--- src/design/dat_pkg.sv ---
// Package with shared types and constants of the delayed action timer table.
package dat_pkg;

  localparam int unsigned SlotsDefault = 16;
  localparam int unsigned MaxFired = 16;
  localparam int unsigned CountMax = 31;

  typedef enum logic [2:0] {
    KindAdd       = 3'd0,
    KindTick      = 3'd1,
    KindCancelHdl = 3'd2,
    KindCancelOwn = 3'd3,
    KindQuery     = 3'd4
  } kind_e;

  typedef enum logic [2:0] {
    StIdle,
    StRead,
    StExec,
    StEmit,
    StDone
  } state_e;

  typedef struct packed {
    logic [2:0]  kind;
    logic [31:0] now_us;
    logic [31:0] delay_amount;
    logic        repeat_req;
    logic        frame_based;
    logic [7:0]  owner_id;
    logic [31:0] target_handle;
  } req_t;

  typedef struct packed {
    logic [31:0] out_handle;
    logic        fired;
    logic        ok;
    logic [4:0]  cancel_count;
    logic        last;
  } rsp_t;

endpackage

--- src/design/dat_stream_if.sv ---
// Valid/ready channel interface that carries one payload item per transfer.
interface dat_stream_if #(
  parameter type T = logic
);
  logic valid;
  logic ready;
  T     data;

  modport source (output valid, output data, input ready);
  modport sink (input valid, input data, output ready);
endinterface

--- src/design/delayed_action_timer_table.sv ---
// Top level of the delayed action timer table with its slot memory and sequencer.
//
// Requests arrive on req_i (add, tick, cancel by handle, cancel by owner,
// query) and results leave on rsp_o; a transfer happens when valid and ready
// are both high. Every request yields one result with last set, except a
// tick, which yields one result per fired timer in slot order, up to
// MaxFired of them, and then a closing result with last set.
// The sequencer walks the slots one at a time through a single memory port:
// each slot is read, then updated. An add stops at the first free slot.
// One request is in work at a time; req_i.ready is low until the final
// result has been transferred.
// Results sit in an output register; when the receiver stalls, the walk
// waits there and no state changes until the result is taken.
// Reset clears the live bits and sets the next handle to one; the slot
// contents need no clearing, since they are read only while live.
module delayed_action_timer_table #(
  parameter int unsigned SLOTS = dat_pkg::SlotsDefault
) (
  input  logic         clk_i,
  input  logic         rst_ni,
  dat_stream_if.sink   req_i,
  dat_stream_if.source rsp_o
);
  localparam int unsigned IdxW = (SLOTS > 1) ? $clog2(SLOTS) : 1;
  localparam int unsigned CntW = $clog2(SLOTS + 1);

  typedef struct packed {
    logic [31:0] handle;
    logic [7:0]  owner;
    logic        rep;
    logic        frame;
    logic [31:0] delay;
    logic [31:0] accum;
    logic [31:0] last_time;
  } slot_t;

  slot_t mem_q [SLOTS];
  slot_t rd_q;
  logic [SLOTS-1:0] live_q, live_d;
  logic [31:0] next_handle_q, next_handle_d;
  dat_pkg::state_e state_q, state_d;
  dat_pkg::req_t req_q;
  logic [CntW-1:0] idx_q, idx_d;
  logic [IdxW-1:0] idx;
  logic [4:0] cnt_q, cnt_d;
  logic [CntW-1:0] nfired_q, nfired_d;
  logic hit_q, hit_d;
  dat_pkg::rsp_t rsp_q, rsp_d;
  logic rsp_valid_q, rsp_valid_d;
  logic wr_en;
  slot_t wr_data;
  logic [32:0] sum;
  logic [31:0] accum_sat, addend;
  logic fire;
  logic slot_live;

  assign idx = idx_q[IdxW-1:0];
  assign slot_live = live_q[idx];

  // Memory: one write and one registered read per cycle.
  always_ff @(posedge clk_i) begin
    if (wr_en) begin
      mem_q[idx] <= wr_data;
    end
    rd_q <= mem_q[idx];
  end

  // Shared adder: frame timers add one, time timers add the elapsed time.
  assign addend = rd_q.frame ? 32'd1 : (req_q.now_us - rd_q.last_time);
  assign sum = {1'b0, rd_q.accum} + {1'b0, addend};
  assign accum_sat = sum[32] ? 32'hFFFF_FFFF : sum[31:0];
  assign fire = accum_sat >= rd_q.delay;

  always_comb begin
    state_d = state_q;
    unique case (state_q)
      dat_pkg::StIdle: if (req_i.valid) state_d = dat_pkg::StRead;
      dat_pkg::StRead: begin
        if (idx_q == CntW'(SLOTS)) begin
          state_d = dat_pkg::StDone;
        end else begin
          state_d = dat_pkg::StExec;
        end
      end
      dat_pkg::StExec: begin
        if (req_q.kind == dat_pkg::KindAdd && !slot_live) begin
          state_d = dat_pkg::StDone;
        end else if (req_q.kind == dat_pkg::KindCancelHdl && slot_live &&
                     rd_q.handle == req_q.target_handle) begin
          state_d = dat_pkg::StDone;
        end else if (req_q.kind == dat_pkg::KindTick && slot_live && fire &&
                     nfired_q < CntW'(dat_pkg::MaxFired)) begin
          state_d = dat_pkg::StEmit;
        end else if (req_q.kind == dat_pkg::KindTick ||
                     req_q.kind == dat_pkg::KindAdd ||
                     req_q.kind == dat_pkg::KindCancelHdl ||
                     req_q.kind == dat_pkg::KindCancelOwn ||
                     req_q.kind == dat_pkg::KindQuery) begin
          state_d = dat_pkg::StRead;
        end else begin
          state_d = dat_pkg::StDone;
        end
      end
      dat_pkg::StEmit: if (rsp_valid_q && rsp_o.ready) state_d = dat_pkg::StRead;
      dat_pkg::StDone: if (rsp_valid_q && rsp_o.ready) state_d = dat_pkg::StIdle;
      default: state_d = dat_pkg::StIdle;
    endcase
  end

  always_comb begin
    idx_d = idx_q;
    live_d = live_q;
    next_handle_d = next_handle_q;
    cnt_d = cnt_q;
    nfired_d = nfired_q;
    hit_d = hit_q;
    rsp_d = rsp_q;
    rsp_valid_d = rsp_valid_q;
    wr_en = 1'b0;
    wr_data = rd_q;
    req_i.ready = 1'b0;
    if (rsp_valid_q && rsp_o.ready) begin
      rsp_valid_d = 1'b0;
    end
    unique case (state_q)
      dat_pkg::StIdle: begin
        req_i.ready = 1'b1;
        idx_d = '0;
        cnt_d = '0;
        nfired_d = '0;
        hit_d = 1'b0;
      end
      dat_pkg::StRead: begin
        if (idx_q == CntW'(SLOTS)) begin
          // Walk finished without an early stop: closing result.
          rsp_d = '0;
          rsp_d.last = 1'b1;
          rsp_d.ok = hit_q;
          rsp_d.cancel_count = cnt_q;
          rsp_valid_d = 1'b1;
        end
      end
      dat_pkg::StExec: begin
        idx_d = idx_q + 1'b1;
        unique case (req_q.kind)
          dat_pkg::KindAdd: if (!slot_live) begin
            wr_en = 1'b1;
            wr_data.handle = next_handle_q;
            wr_data.owner = req_q.owner_id;
            wr_data.rep = req_q.repeat_req;
            wr_data.frame = req_q.frame_based;
            wr_data.delay = req_q.delay_amount;
            wr_data.accum = '0;
            wr_data.last_time = req_q.now_us;
            live_d[idx] = 1'b1;
            next_handle_d = next_handle_q + 32'd1;
            rsp_d = '0;
            rsp_d.out_handle = next_handle_q;
            rsp_d.ok = 1'b1;
            rsp_d.last = 1'b1;
            rsp_valid_d = 1'b1;
          end
          dat_pkg::KindTick: if (slot_live) begin
            wr_en = 1'b1;
            if (rd_q.frame) begin
              wr_data.accum = fire ? 32'd0 : accum_sat;
            end else begin
              wr_data.accum = fire ? accum_sat - rd_q.delay : accum_sat;
              wr_data.last_time = req_q.now_us;
            end
            if (fire) begin
              if (!rd_q.rep) live_d[idx] = 1'b0;
              if (nfired_q < CntW'(dat_pkg::MaxFired)) begin
                nfired_d = nfired_q + 1'b1;
                rsp_d = '0;
                rsp_d.out_handle = rd_q.handle;
                rsp_d.fired = 1'b1;
                rsp_valid_d = 1'b1;
              end
            end
          end
          dat_pkg::KindCancelHdl: begin
            if (slot_live && rd_q.handle == req_q.target_handle) begin
              live_d[idx] = 1'b0;
              rsp_d = '0;
              rsp_d.ok = 1'b1;
              rsp_d.cancel_count = 5'd1;
              rsp_d.last = 1'b1;
              rsp_valid_d = 1'b1;
            end
          end
          dat_pkg::KindCancelOwn: begin
            if (slot_live && req_q.owner_id != 8'd0 && rd_q.owner == req_q.owner_id) begin
              live_d[idx] = 1'b0;
              if (cnt_q != 5'(dat_pkg::CountMax)) cnt_d = cnt_q + 5'd1;
            end
          end
          dat_pkg::KindQuery: begin
            if (slot_live && rd_q.handle == req_q.target_handle) hit_d = 1'b1;
          end
          default: begin
            rsp_d = '0;
            rsp_d.last = 1'b1;
            rsp_valid_d = 1'b1;
          end
        endcase
      end
      dat_pkg::StEmit, dat_pkg::StDone: ;
      default: ;
    endcase
  end

  always_ff @(posedge clk_i or negedge rst_ni) begin
    if (!rst_ni) begin
      state_q <= dat_pkg::StIdle;
      live_q <= '0;
      next_handle_q <= 32'd1;
      rsp_valid_q <= 1'b0;
      idx_q <= '0;
      cnt_q <= '0;
      nfired_q <= '0;
      hit_q <= 1'b0;
    end else begin
      state_q <= state_d;
      live_q <= live_d;
      next_handle_q <= next_handle_d;
      rsp_valid_q <= rsp_valid_d;
      idx_q <= idx_d;
      cnt_q <= cnt_d;
      nfired_q <= nfired_d;
      hit_q <= hit_d;
    end
  end

  always_ff @(posedge clk_i) begin
    rsp_q <= rsp_d;
    if (req_i.valid && req_i.ready) req_q <= req_i.data;
  end

  assign rsp_o.valid = rsp_valid_q;
  assign rsp_o.data = rsp_q;

`ifndef NO_ASSERTIONS
  // A result is only pending while waiting in an emit or done state.
  assert property (@(posedge clk_i) disable iff (!rst_ni)
    rsp_valid_q |-> (state_q == dat_pkg::StEmit || state_q == dat_pkg::StDone))
    else $error("result pending outside emit or done");
  // The next handle only moves on a successful add.
  assert property (@(posedge clk_i) disable iff (!rst_ni)
    (next_handle_q != $past(next_handle_q)) |-> ($past(state_q) == dat_pkg::StExec &&
      $past(req_q.kind) == dat_pkg::KindAdd))
    else $error("next handle changed outside add");
  // Fired results never exceed the per-tick limit.
  assert property (@(posedge clk_i) disable iff (!rst_ni)
    nfired_q <= CntW'(dat_pkg::MaxFired))
    else $error("fired count over limit");
`endif
endmodule
--- src/flat_wrapper.sv ---
// flat-port wrapper written by rule: the top's interface ports become plain ports
module delayed_action_timer_table_flat 
#(
  parameter int unsigned SLOTS = dat_pkg::SlotsDefault
)
  (clk_i, rst_ni, req_i_valid, req_i_data, req_i_ready, rsp_o_valid, rsp_o_data, rsp_o_ready);
  dat_stream_if req_i_i ();
  dat_stream_if rsp_o_i ();
  input  logic clk_i;
  input  logic rst_ni;
  input wire logic [$bits(req_i_i.valid)-1:0] req_i_valid;
  input wire logic [$bits(req_i_i.data)-1:0] req_i_data;
  output wire logic [$bits(req_i_i.ready)-1:0] req_i_ready;
  output wire logic [$bits(rsp_o_i.valid)-1:0] rsp_o_valid;
  output wire logic [$bits(rsp_o_i.data)-1:0] rsp_o_data;
  input wire logic [$bits(rsp_o_i.ready)-1:0] rsp_o_ready;
  assign req_i_i.valid = req_i_valid;
  assign req_i_i.data = req_i_data;
  assign req_i_ready = req_i_i.ready;
  assign rsp_o_valid = rsp_o_i.valid;
  assign rsp_o_data = rsp_o_i.data;
  assign rsp_o_i.ready = rsp_o_ready;
  delayed_action_timer_table #(.SLOTS(SLOTS)) u_core (.clk_i(clk_i), .rst_ni(rst_ni), .req_i(req_i_i), .rsp_o(rsp_o_i));
endmodule
--- config.mk ---
export PLATFORM = sky130hd
export DESIGN_NAME = delayed_action_timer_table_flat
export DESIGN_NICKNAME = d
export VERILOG_FILES = /design/src/design/dat_pkg.sv /design/src/design/dat_stream_if.sv /design/src/design/delayed_action_timer_table.sv /design/src/flat_wrapper.sv
export SDC_FILE = /design/constraint.sdc
export NUM_CORES = 1
export LEC_CHECK = 0
export BUFFER_PORTS_ARGS = -buffer_cell sky130_fd_sc_hd__buf_4
export CELL_PAD_IN_SITES_DETAIL_PLACEMENT = 0
export CELL_PAD_IN_SITES_GLOBAL_PLACEMENT = 1
export CORE_ASPECT_RATIO = 0.6
export CORE_MARGIN = 5
export CORE_UTILIZATION = 42
export CTS_CLUSTER_DIAMETER = 60
export CTS_CLUSTER_SIZE = 12
export DETAILED_ROUTE_END_ITERATION = 16
export PLACE_DENSITY = 0.68
export REMOVE_ABC_BUFFERS = 1
export SLEW_MARGIN = 20
export SYNTH_ARGS = -nofsm -noshare
export SYNTH_HDL_FRONTEND = slang
export SYNTH_SLANG_ARGS = --single-unit
--- constraint.sdc ---
create_clock -name clk_i -period 2.08 [get_ports clk_i]
set_clock_uncertainty 0.15 [all_clocks]
set_input_delay 0.104 -clock clk_i [delete_from_list [all_inputs] [get_ports clk_i]]
set_output_delay 0.104 -clock clk_i [all_outputs]
set_load 0.02 [all_outputs]
==> impl_metrics.yaml <==
placement:
  pre_cts_slack_ns: 0.0451
  dpl_cell_area_um2: 1370
  hpwl_um: 1920
  io_buffer_count: 5
  place.gp.congestion: 0.760
  dp_cells: 157
grt:
  grt_overflow_total: 0
  grt_pass1_vias: 901
  grt_pass1_wl_um: 4440
  grt_usage_pct: 14.2
  grt_antenna_before_repair: 0
  grt_max_degree: 26
logic_synthesis:
  synth_xor_area_share_pct: 0
  yosys.area_share.adder_pct: 4.04
  synth_compound_area_share_pct: 18.7
  synth.distinct_cells: 30
  yosysSeqAreaShare_pct: 50.5
  ys_ff_latch: 25
  muxShareOfSynthArea_pct: 10.1
  syn_inst: 107
  synth_top_area_share_pct: 50.5
  yosys_warnings: 0
  synth_area_leaders: "dfrtp_1 51%, a31o_2 11%, mux2i_1 6.5%"
  synth_top_area_cell: "dfrtp_1"
  synthSimpleGateAreaFrac_pct: 11.5
  syn_avg_cell_area_um2: 11.6
  syn_area_um2: 1240
  synth_top_family_by_area: "compound AO/OA/AOI/OAI gates"
layout:
  drive_above_1_share_pct: 33.3
  fin_area_um2: 1460
  fin_nets: 133
  fin_cells: 165
  diodes: 0
  area.growth.synth_to_final_pct: 18.2
  fillers: 260
die:
  placementRows: 15
  num_io_pins: 8
  coreArea_um2: 2850
  start_util_pct: 43.4
  dieArea_um2: 4170
  fp.dieH_um: 52.1
  die_w_um: 80.1
cts:
  cts-root-buf: "clkbuf_8"
  cts.clk_slew.worst_paths_ns: 0.09
  clkLatencyLatePin_ns: 0.27
  cts_max_path_buffers: 2
  htreeDepth: 1
  cts_tree: "done"
  cts_sinks: 25
  cts_buffers: 3
setup_path:
  critPathCaptureType: "register"
  ff2ff_path_depth: 5
  cp_max_fo: 8
  crit_arrival_ns: 2.02
  start_kind: "register"
  path_class: "register to register"
  cp.required_ns: 2.08
power:
  p_int_mw: 1.02
  switching_share_pct: 35.7
  power_mw: 1.59
  leakage_nw: 0.650
  power.density_nw_per_um2: 1090
  seqPwrFrac_pct: 42.7
  irDropWorstVdd_uv: 587
  clock_power_share_pct: 17.6
  combPwrFrac_pct: 39.7
  p_switching_mw: 0.568
run_status:
  status: "completed"
routing:
  wl_per_cell_um: 15.9
  ant_nets: 0
  via_per_inst: 5.43
  vias: 896
  drt-total-wl_um: 2620
  first_pass_iters: 4
  drc: 0
  dr.first_iter.drc_count: 29
sta:
  post-route-period-util_pct: 97.1
  final_hold_viol_count: 0
  fin_tns_setup_ns: 0
  timing.fmax_mhz: 495
  grt_setup_unrepaired: "false"
  fin_ws_ns: 0.0595
  setup_violations: 0
  slew_viol_final: 0
  layout_min_cycle_time_ns: 2.02
flow_run:
  cap_violations: 0
min_path:
  hold_class: "primary input to asynchronous set/reset pin"
==> metal layers <==
layer | wire, um | vias to the layer above | global-route usage, %
li1 | - | 435 | -
met1 | 1400 | 447 | 20.8
met2 | 1110 | 12 | 20.2
met3 | 91 | 2 | 4.33
met4 | 14 | 0 | 3.37
met5 | 0 | - | 0
==> final cells by class <==
| cell class | count | area (um^2) | area share, % |
|---|---|---|---|
| flip-flops and latches | 25 | 626 | 42.7 |
| multi-input cells | 72 | 569 | 38.9 |
| inverters | 5 | 18.8 | 1.28 |
| clock buffers | 4 | 45.0 | 3.08 |
| repair buffers | 17 | 153 | 10.4 |
| well taps | 42 | 52.6 | 3.59 |
==> synthesized netlist by cell type <==
cell type and n:
conb_1 1, o32ai_1 1, a21o_1 1, mux4_2 2, nor3b_2 1, or3_1 1
and4_4 1, mux2i_1 8, nand2b_1 1, nand3b_1 2, buf_6 2, nor3_1 1
a311oi_1 1, inv_1 5, o21ai_0 6, a21oi_1 2, nand3_1 4, nand2_1 7
nor2_1 5, or2_2 1, o31ai_1 1, a211o_2 1, or4_1 1, buf_4 1
clkbuf_1 3, o221ai_1 1, dfrtp_1 25, nor3b_1 1, a31o_2 16, ha_1 4
==> cell families after synthesis <==
kind of cell,Yosys count
AO/OA/AOI/OAI,30
flip-flops,25
AND/OR/NAND/NOR,26
adder cells (fa/ha/maj),4
buffers and inverters,11
multiplexers,10
other,1
==> state kept, by name, indices dropped and copies added (netlist names) <==
signal,count
u_core.idx_q,5
u_core.state_q,3
u_core.live_q,16
u_core.rsp_o.valid,1
==> power by group through the flow <==
stage / combinational, mW / sequential [mW] / clock [mW]
6_report: 0.631 / 0.680 / 0.281
5_1_grt: 0.695 / 0.698 / 0.306
4_1_cts: 0.609 / 0.675 / 0.293
3_5_place_dp: 0.603 / 0.685 / 0
3_3_place_gp: 0.599 / 0.680 / 0
2_1_floorplan: 0.360 / 0.690 / 0
==> cell usage in the layout (no fill, tap or decap), drive strengths merged <==
| master | synthesis | final |
|---|---|---|
| dfrtp | 25 | 25 |
| a31o | 16 | 16 |
| buf | 3 | 15 |
| mux2i | 8 | 8 |
| nand2 | 7 | 7 |
| o21ai | 6 | 6 |
| inv | 5 | 5 |
| nor2 | 5 | 5 |
| nand3 | 4 | 4 |
| ha | 4 | 4 |
| clkbuf | 3 | 4 |
| mux4 | 2 | 2 |
| nand3b | 2 | 2 |
| a21oi | 2 | 2 |
| dlygate4sd3 | 0 | 2 |
| nor3b | 2 | 2 |
| and4 | 1 | 2 |
| nand2b | 1 | 1 |
| o32ai | 1 | 1 |
| or3 | 1 | 1 |
| or2 | 1 | 1 |
| a311oi | 1 | 1 |
| a211o | 1 | 1 |
| or4 | 1 | 1 |
| o221ai | 1 | 1 |
| a21o | 1 | 1 |
| o31ai | 1 | 1 |
| nor3 | 1 | 1 |
| conb | 1 | 1 |
==> worst max-delay path: stages, from the launching register on <==
cell and delay (ns):
dfrtp_1 0.42, buf_12 0.16, mux2i_1 0.11, mux4_2 0.50, and4_4 0.25, a211o_2 0.31
==> stage by stage <==
stage / util [%] / hold WS [ns]
after floorplan: - / -0.342
after detailed placement: 47.9 / -0.122
final: 51.3 / 0.121
after CTS: 50.2 / 0.127
after global routing: 51.3 / 0.174
after global placement: 47.9 / -0.124
==> path summary, 6_finish.rpt <==
| path | start | endpoint | slack (ns) |
|---|---|---|---|
| max | u_core.idx_q[1] | u_core.state_q[2] | 0.06 |
| min | rst_ni | u_core.state_q[0] | 0.12 |
| max reg2reg | u_core.idx_q[1] | u_core.state_q[2] | 0.06 |
| min reg2reg | u_core.live_q[9] | u_core.live_q[9] | 0.33 |
| max in group asynchronous | rst_ni | u_core.live_q[3] | 1.41 |
| min in group clk_i | req_i_valid | u_core.state_q[0] | 0.19 |
==> what timing repair did <==
| item | 4_1_cts | 5_1_grt |
|---|---|---|
| hold buffers | 2 | 0 |
| setup endpoints to repair | 0 | 2 |
| setup buffers | 0 | 1 |
| endpoints found under the hold margin | 26 | 0 |
| resized for setup | 0 | 3 |
Power figures use the tool's default switching activity.
